===== config.mk =====
export PLATFORM = sky130hd
export DESIGN_NAME = tlvs_cfg
export DESIGN_NICKNAME = d
export VERILOG_FILES = /design/src/design/tlvs_pkg.sv /design/src/design/tlvs_cfg.sv
export SDC_FILE = /design/constraint.sdc
export NUM_CORES = 1
export LEC_CHECK = 0
export ABC_AREA = 1
export BUFFER_PORTS_ARGS = -buffer_cell sky130_fd_sc_hd__buf_4
export CORE_AREA = 2 2 146 148
export DETAILED_ROUTE_END_ITERATION = 6
export DIE_AREA = 0 0 148 150
export PLACE_DENSITY = 0.63
export SLEW_MARGIN = 20
export SYNTH_ARGS = -nofsm -noshare
export SYNTH_HDL_FRONTEND = slang
export SYNTH_SLANG_ARGS = --single-unit

===== constraint.sdc =====
create_clock -name clk -period 2.6 [get_ports clk]
set_clock_uncertainty 0.1 [all_clocks]
set_input_delay 0.13 -clock clk [delete_from_list [all_inputs] [get_ports clk]]
set_output_delay 0.13 -clock clk [all_outputs]
set_load 0.05 [all_outputs]

===== src/design/tlvs_pkg.sv =====
`default_nettype none

package tlvs_pkg;

    localparam int FRAC_BITS  = 14;
    localparam int COMP_W     = 16;
    localparam int DIR_W      = 48;
    localparam int TINT_W     = 27;
    localparam int TCHAN_W    = 9;
    localparam int CFG_DATA_W = 48;
    localparam int CFG_IDX_W  = 3;

    localparam int PROD_W      = 2 * COMP_W;
    localparam int DOT_W       = PROD_W + 2;
    localparam int POS_W       = PROD_W;
    localparam int K_W         = 18;
    localparam int TERM_PROD_W = POS_W + K_W;
    localparam int FIX_PROD_W  = POS_W + 9;
    localparam int SH_TINT     = 2 * FRAC_BITS + 9;
    localparam int SH_FIX      = 2 * FRAC_BITS;
    localparam int SUM_W       = 10;

    localparam int PIPE_DEPTH = 4;
    localparam int OCC_W      = $clog2(PIPE_DEPTH + 1);

    localparam logic [DIR_W-1:0]   LIGHT_ONE_RESET   = 48'h4000_F999_0000;
    localparam logic [DIR_W-1:0]   LIGHT_TWO_RESET   = 48'hC000_F999_0000;
    localparam logic [DIR_W-1:0]   LIGHT_THREE_RESET = 48'h0000_4000_0000;
    localparam logic [TCHAN_W-1:0] TINT_MAX          = 9'd256;
    localparam logic [TINT_W-1:0]  TINT_RESET        = {TINT_MAX, TINT_MAX, TINT_MAX};

    localparam logic [7:0]       CHAN_MAX         = 8'hFF;
    localparam logic [SUM_W-1:0] AMBIENT          = 10'd40;
    localparam logic [31:0]      FULL_BRIGHT_WORD = 32'hFFFF_FFFF;

    typedef enum logic [CFG_IDX_W-1:0] {
        REG_LIGHT_ONE_DIR   = 3'd0,
        REG_LIGHT_TWO_DIR   = 3'd1,
        REG_LIGHT_THREE_DIR = 3'd2,
        REG_TINT_RGB        = 3'd3,
        REG_FULL_BRIGHT     = 3'd4
    } cfg_reg_t;

    typedef struct packed {
        logic signed [COMP_W-1:0] normal_x;
        logic signed [COMP_W-1:0] normal_y;
        logic signed [COMP_W-1:0] normal_z;
        logic                     last_normal;
    } normal_item_t;

    typedef struct packed {
        logic [31:0] colour_word;
        logic        last_colour;
    } colour_item_t;

    typedef struct packed {
        logic [DIR_W-1:0] dir_one;
        logic [DIR_W-1:0] dir_two;
        logic [DIR_W-1:0] dir_three;
        logic [K_W-1:0]   k_one_r;
        logic [K_W-1:0]   k_one_g;
        logic [K_W-1:0]   k_one_b;
        logic [K_W-1:0]   k_two_r;
        logic [K_W-1:0]   k_two_g;
        logic [K_W-1:0]   k_two_b;
        logic             full_bright;
    } cfg_t;

endpackage

`default_nettype wire


===== src/design/tlvs_cfg.sv =====
`default_nettype none

module tlvs_cfg (
    input  wire                                 clk,
    input  wire                                 rst_n,
    input  wire                                 cfg_we,
    input  wire  [tlvs_pkg::CFG_IDX_W-1:0]      cfg_index,
    input  wire  [tlvs_pkg::CFG_DATA_W-1:0]     cfg_data,
    output tlvs_pkg::cfg_t                      cfg
);

    logic [tlvs_pkg::DIR_W-1:0]   dir_one_reg;
    logic [tlvs_pkg::DIR_W-1:0]   dir_two_reg;
    logic [tlvs_pkg::DIR_W-1:0]   dir_three_reg;
    logic [tlvs_pkg::TINT_W-1:0]  tint_reg;
    logic                         full_bright_reg;

    logic [15:0] scale_r;
    logic [15:0] scale_g;
    logic [15:0] scale_b;

    function automatic logic [15:0] scale255(logic [tlvs_pkg::TCHAN_W-1:0] raw);
        logic [tlvs_pkg::TCHAN_W-1:0] t;
        logic [16:0]                  full;
        t    = (raw > tlvs_pkg::TINT_MAX) ? tlvs_pkg::TINT_MAX : raw;
        full = {t, 8'd0} - {8'd0, t};
        return full[15:0];
    endfunction

    always_ff @(posedge clk or negedge rst_n)
    begin
        if (!rst_n)
        begin
            dir_one_reg     <= tlvs_pkg::LIGHT_ONE_RESET;
            dir_two_reg     <= tlvs_pkg::LIGHT_TWO_RESET;
            dir_three_reg   <= tlvs_pkg::LIGHT_THREE_RESET;
            tint_reg        <= tlvs_pkg::TINT_RESET;
            full_bright_reg <= 1'b0;
        end
        else if (cfg_we)
        begin
            case (cfg_index)
                tlvs_pkg::REG_LIGHT_ONE_DIR:   dir_one_reg     <= cfg_data[tlvs_pkg::DIR_W-1:0];
                tlvs_pkg::REG_LIGHT_TWO_DIR:   dir_two_reg     <= cfg_data[tlvs_pkg::DIR_W-1:0];
                tlvs_pkg::REG_LIGHT_THREE_DIR: dir_three_reg   <= cfg_data[tlvs_pkg::DIR_W-1:0];
                tlvs_pkg::REG_TINT_RGB:        tint_reg        <= cfg_data[tlvs_pkg::TINT_W-1:0];
                tlvs_pkg::REG_FULL_BRIGHT:     full_bright_reg <= cfg_data[0];
                default:                       ;
            endcase
        end
    end

    assign scale_r = scale255(tint_reg[26:18]);
    assign scale_g = scale255(tint_reg[17:9]);
    assign scale_b = scale255(tint_reg[8:0]);

    // light one weights red x4, green x2, blue x1; light two the reverse
    always_comb
    begin
        cfg.dir_one     = dir_one_reg;
        cfg.dir_two     = dir_two_reg;
        cfg.dir_three   = dir_three_reg;
        cfg.k_one_r     = {scale_r, 2'b00};
        cfg.k_one_g     = {1'b0, scale_g, 1'b0};
        cfg.k_one_b     = {2'b00, scale_b};
        cfg.k_two_r     = {2'b00, scale_r};
        cfg.k_two_g     = {1'b0, scale_g, 1'b0};
        cfg.k_two_b     = {scale_b, 2'b00};
        cfg.full_bright = full_bright_reg;
    end

endmodule

`default_nettype wire


# Word level (Yosys, flattened, before mapping)
# Cells that the tools add are included.
# word_totals
ff_bits	172
latchBits	0
ram_bits	0
mem_bits_ro	0
out_inout_bits	253
word_cells	24
memories	0
# classes
add_sub_neg	3
mul	0
n_div	0
n_lt_le_gt_ge	3
eq_ne	4
n_shift	0
muxes	3
n_bitwise	0
n_reduce_logical	6
# ops
operator	count
$sub A16 B9 Y16	3
$gt A9 B9 Y1 const B	3
$mux W9	3
$reduce_and A2 Y1	5
$eq A3 B2 Y1 const B	2
$eq A3 B1 Y1 const B	1
$eq A3 B3 Y1 const B	1
$logic_not A3 Y1	1

# Logic depth before layout (Yosys ltp)
# Gate-level depths: netlist of run 1.
# depth
ltp_word	3
ltp_mapped	11
mapped_depth_nobuf	10

# Worst setup path before layout of run 1
# Ideal clock, no wire load.
# synth_path
kind	reg2out
startpoint	reg tint_reg[17] (netlist name)
endpoint	out cfg[86] (netlist name)
t_arrival_ns	3.289
setup_slack_ns	-0.919
path_stages_with_launch	11
path_buffers	2
cell_sequence	dfstp_2 > buf_4 > nor2_1 > inv_1 > ha_1 > inv_1 > nor2_2 > nand2_1 > nand2_1 > xnor2_1 > buf_4
# synth_lines
item	line_no	text
start: declaration	tlvs_cfg.sv:15	logic [tlvs_pkg::TINT_W-1:0] tint_reg;
start signal: assignment	tlvs_cfg.sv:37	tint_reg <= tlvs_pkg::TINT_RESET;
start signal: assignment	tlvs_cfg.sv:46	tlvs_pkg::REG_TINT_RGB: tint_reg <= cfg_data[tlvs_pkg::TINT_W-1:0];
end: declaration	tlvs_cfg.sv:9	output tlvs_pkg::cfg_t cfg

==> flow_summary_export.csv, run 1 <==
group,metric,value,unit
worst_setup_path,crit_chain,"nor2_1, nand2_1, o21ai_4, nand2_2, ha_4, nand2_2, nor2_4, nand2_2, nand3b_1, xor2_2, buf_6",
placement,gp_congestion,0.875,
timing,fin_ws,0.117,ns
floorplan,die_x,148,um
min_path,hp-class,"in -> async",
worst_setup_path,worstSetupPathType,"reg -> out",
drt,drc,0,
timing,post-route-min-period,2.48,ns
worst_setup_path,crit_top_cell,"nand2_2",
grt,grt_pass1_wl,33500,um
drt,firstDrtPassIters,5,
yosys,netlist.area_leader.share,47.2,%
placement,place_area,9890,um^2
worst_setup_path,end_kind,"primary output",
timing,setup_viol,0,
yosys,synth_area_leaders,"dfrtp_1, nand2_1, dfstp_2",
clock_network,cts_buffer_depth,2,
floorplan,dieHeight,150,um
yosys,synth_seq_cells,172,
worst_setup_path,crit_path_top_delay_cell,"dfrtp_1",
clock_network,root_buffer,"clkbuf_16",
finish,area_growth,45.7,%
yosys,synth.distinct_cells,26,
finish,diodes,0,
yosys,synth_warnings,0,
worst_setup_path,r2r-start,"tint_reg[17]",
timing,hold_viol,0,
finish,utilization,54.2,%
clock_network,clock_sinks,172,
worst_setup_path,path_depth,11,
grt,antenna_found_initial,0,
power_and_ir_drop,power_density,1230,nW/um^2
drt,drt_iter0_drc,255,
yosys,syn_avg_cell_area,8.84,um^2
grt,track_usage,18.9,%
grt,grt_max_degree,97,
floorplan,num_rows,53,
worst_setup_path,cp-start-kind,"flip-flop",
yosys,syn_inst,870,
timing,worst_pin_slew,0.926,ns
clock_network,cts_buffers,17,
finish,fin_area,11200,um^2
timing,holdWs,0.114,ns
clock_network,cts_max_level,4,
timing,max_slew_margin,38.3,%
clock_network,cts_tree,"built",
yosys,yosys.area.top_type,"dfrtp_1",
drt,vias_per_cell,4.55,
worst_setup_path,arrival,2.25,ns
worst_setup_path,rrSetupSlack,1.58,ns
drt,vias,6644,
floorplan,dieArea,22200,um^2
placement,io_buffers,294,
power_and_ir_drop,irDropWorstVdd,0.000511,V
worst_setup_path,r2r_cells,3,
finish,drive_gt1_share,35.1,%
yosys,async_flop_share,100,%
drt,totalWireLength,21300,um
placement,place_ws,0.257,ns
yosys,syn_area,7690,um^2
yosys,synth_top_flop_cell,"dfrtp_1",
floorplan,start_util,37.2,%
drt,wire_per_inst,14.6,um
drt,ant_nets,0,
placement,dpl.hpwl,14900,um
yosys,synth_common_cells,"nand2_1, dfrtp_1, o21ai_0",
worst_setup_path,critPathTopFamily,"simple AND/OR/NAND/NOR gates",
worst_setup_path,crit_fanout,4,
floorplan,coreArea,20700,um^2
worst_setup_path,crit_buf_inv,1,
grt,grt_pass1_vias,6400,
outcome,status,"finished, final reports clean",
yosys,synth-edff-count,0,
timing,fin_crit_sh,95.5,%
worst_setup_path,critPathRequiredTime,2.37,ns
floorplan,io-pin-count,307,
power_and_ir_drop,total_leakage_power,5.78,nW
yosys,yosysSeqAreaShare,56.4,%
power_and_ir_drop,power,13.8,mW
clock_network,clkTransAtPathRegs,0.07,ns
yosys,synthMostInstantiatedCell,"nand2_1",
worst_setup_path,slowest_delay,0.41,ns
run,max_cap_viol_count,0,
finish,nets,1228,
timing,max_freq,403,MHz
clock_network,clk_latency,0.42,ns
grt,grt_overflow,0,
timing,final_max_slew_viol_count,0,
worst_setup_path,regToRegEndpoint,"tint_reg[17]",
-- power breakdown --
group | internal [mW] | switching, mW
Combinational | 2.13 | 5.49
Sequential | 3.23 | 0.336
Clock | 1.38 | 1.18
-- timing repair --
action                                  4_1_cts  5_1_grt
hold buffers                                 51        0
buffers inserted                              7        9
endpoints found under the setup margin       14       20
resized for setup                            12       11
pin swaps                                     2       10
endpoints found under the hold margin       222        0
-- final cells by class --
class / count / area (um^2)
Sequential cell: 172 / 4340
Multi-Input combinational cell: 539 / 2700
Timing Repair Buffer: 368 / 2940
Clock inverter: 15 / 183
Clock buffer: 17 / 425
Inverter: 73 / 274
Fill cell: 1957 / 9480
Tap cell: 275 / 344
-- worst register-to-register path, stage by stage (launching register included) --
cell and delay (ns):
dfstp_2 0.58, buf_4 0.13, nand2_1 0.04, o21ai_0 0.09
-- cells in the final DEF, fill, tap and decap left out, types with 3 or more instances in the layout --
master and n:
a21oi_1 3, buf_4 308, buf_6 7, clkbuf_16 17
clkinv_4 3, clkinv_8 3, conb_1 12, dfrtp_1 145
dfstp_2 27, dlygate4sd3_1 51, inv_1 66, inv_2 7
inv_8 4, nand2_1 231, nand2_2 6, nand3_1 13
nand3b_1 3, nand4_1 5, nor2_1 28, nor2_4 3
o21ai_0 102, o21ai_1 90, xnor2_1 5, xor2_1 9
xor2_2 11
-- worst max-delay path by stage --
stage / end / startpoint / slack (ns)
floorplan: cfg[84] / tint_reg[17] / -0.06
global placement: cfg[34] / tint_reg[17] / 0.32
detailed placement: cfg[34] / tint_reg[17] / 0.26
CTS: cfg[107] / tint_reg[21] / 0.0002
global route: cfg[107] / tint_reg[24] / -0.02
finish: cfg[107] / tint_reg[24] / 0.12
-- metal layers --
metal,vias up,global-route usage [%],part of all wire (%)
met1,3115,24.8,44
met4,0,6.52,2.3
met5,-,0,0
li1,3297,-,-
met3,31,5.12,6.7
met2,201,30.5,47
-- through the flow --
step | setup TNS, ns | instances
after floorplan | -0.0898 | 881
after global placement | 0 | 1360
after detailed placement | 0 | 1360
after CTS | 0 | 1450
after global routing | -0.0440 | 1459
final | 0 | 1459
-- cells by family after synthesis --
group                      count (synthesis)  synth area share [%]
other                                      1                0.0487
xor gates and xnor gates                  27                  3.07
buffers and inverters                    170                  11.6
DFF                                      172                  56.4
adders and majority gates                  3                 0.488
AOI/OAI and AO/OA                        200                  13.2
and+or+nand+nor                          297                  15.3
(Power assumes the default switching activity.)
==> run 2, diff against run 1 <==
- GPL_TIMING_DRIVEN: default -> 1
- clock period: 2.6 -> 3.15 ns (I/O delays scaled with it)
==> flow_summary_export.csv, run 2 (synthesis gave the netlist of run 1 again) <==
group,metric,value,unit
outcome,status,"finished, final reports clean",
finish,utilization,52.7,%
grt,use_met2,29.7,%
timing,fin_crit_sh,87.8,%
worst_setup_path,worstSetupPathType,"reg -> out",
clock_network,clkTransAtPathRegs,0.07,ns
timing,setup_viol,0,
min_path,worstHoldEndpoint,"full_bright_reg",
grt,grt_use_met1,24.1,%
power_and_ir_drop,total_leakage_power,5.66,nW
clock_network,cts_tree,"built",
drt,drc,0,
power_and_ir_drop,p_sw,5.65,mW
grt,grt_overflow,0,
floorplan,start_util,37.2,%
worst_setup_path,r2r_cells,2,
power_and_ir_drop,power,11.2,mW
clock_network,clk_latency,0.42,ns
timing,max_slew_margin,35.7,%
finish,fill_cells,1972,
run,max_cap_viol_count,0,
drt,vias,6601,
drt,ant_nets,0,
floorplan,dieHeight,150,um
grt,use_met3,5.37,%
finish,area_growth,41.6,%
timing,max_freq,362,MHz
power_and_ir_drop,pwr-share-comb,54.0,%
timing,final_max_slew_viol_count,0,
placement,dpl.hpwl,14500,um
finish,final_cell_mix,"buf_4, nand2_1, dfrtp_1",
min_path,hp-class,"in -> reg",
grt,grt_pass1_wl,32500,um
finish,drive_gt1_share,32.1,%
grt,grt_pass1_vias,6169,
finish,multi_input_area,2540,um^2
min_path,min-delay-start,"cfg_we",
floorplan,coreArea,20700,um^2
worst_setup_path,critPathRequiredTime,2.89,ns
drt,vias_per_cell,4.59,
min_path,min_delay_path_depth,3,
timing,post-route-min-period,2.76,ns
power_and_ir_drop,irDropWorstVdd,0.000557,V
worst_setup_path,crit_fanout,7,
clock_network,cts_buffers,17,
power_and_ir_drop,power_density,1030,nW/um^2
floorplan,io-pin-count,307,
worst_setup_path,rrSetupSlack,2.17,ns
power_and_ir_drop,swShare,50.4,%
clock_network,cts_buffer_depth,2,
clock_network,root_buffer,"clkbuf_16",
drt,firstDrtPassIters,4,
worst_setup_path,end_kind,"primary output",
clock_network,clock_sinks,172,
placement,io_buffers,294,
worst_setup_path,arrival,2.51,ns
grt,antenna_found_initial,0,
clock_network,post_cts_buffers,0,
clock_network,cts_max_level,4,
drt,totalWireLength,21000,um
placement,gp_congestion,0.838,
grt,track_usage,18.4,%
floorplan,die_x,148,um
timing,hold_viol,0,
finish,diodes,0,
floorplan,num_rows,53,
power_and_ir_drop,p_int,5.57,mW
drt,drt_iter0_drc,326,
worst_setup_path,cp-start-kind,"flip-flop",
grt,grt_max_degree,97,
power_and_ir_drop,seqPwrFrac,26.4,%
timing,worst_pin_slew,0.964,ns
timing,tns,0,ns
worst_setup_path,r2r-start,"tint_reg[17]",
grt,grt_most_used_layer,"met2",
finish,final_common_cell,"buf_4",
drt,wire_per_inst,14.6,um
finish,register_area,4340,um^2
finish,nets,1208,
worst_setup_path,regToRegEndpoint,"tint_reg[17]",
floorplan,dieArea,22200,um^2
power_and_ir_drop,clockPowerShare,19.6,%
timing,rsz0062_at_grt,"false",
-- run 2: stage by stage --
step	std cells	cell area, um^2	setup WS (ns)	hold slack [ns]
6_report	1439	10900	0.385	0.0214
5_1_grt	1439	10900	0.136	0.0229
4_1_cts	1439	10900	0.367	0.0104
3_5_place_dp	1358	9790	0.845	0.0806
3_3_place_gp	1358	9790	0.917	0.0815
2_1_floorplan	881	7750	0.000993	-0.238
-- run 2: layer usage --
layer | vias up | wire, um
met5 | - | 0
met4 | 0 | 343
met3 | 17 | 1400
met2 | 202 | 10100
met1 | 3114 | 9140
li1 | 3268 | -
-- run 2: layout make-up --
| cell class | instances | share of cell area (%) |
|---|---|---|
| inverters | 73 | 2.51 |
| repair buffers | 348 | 25.6 |
| clock inverters | 13 | 1.64 |
| flip-flops and latches | 172 | 39.8 |
| clock buffers | 19 | 3.97 |
| multi-input cells | 539 | 23.3 |
| well taps | 275 | 3.16 |
-- run 2: worst max path at each step --
stage,start,end,cells past startpoint
floorplan,tint_reg[17],cfg[84],10
global placement,tint_reg[17],cfg[84],9
detailed placement,tint_reg[20],cfg[51],11
CTS,tint_reg[20],cfg[51],11
global route,tint_reg[20],cfg[51],11
finish,tint_reg[20],cfg[51],11
-- run 2: timing repair --
item | 4_1_cts | 5_1_grt
hold endpoints to repair | 223 | 0
gates resized for setup | 0 | 0
hold buffers | 49 | 0
-- run 2: power by group through the flow --
stage                     sequential, mW  clock [mW]  combinational (mW)
final                               2.96        2.20                6.06
after global routing                3.01        2.35                6.34
after CTS                           2.96        2.25                6.10
after detailed placement            2.99           0                6.05
after global placement              2.98           0                6.02
after floorplan                     4.19           0                3.44
-- run 2: worst max-delay path, cell delays in order, from the launching register on --
cell and delay (ns):
dfrtp_1 0.43, nor2_1 0.12, nand2_1 0.07, o21ai_2 0.26, nand2_1 0.14, ha_1 0.25, nand2_2 0.10, nor2_2 0.05
nand2_1 0.09, nand3b_1 0.09, xor2_1 0.23, buf_4 0.25
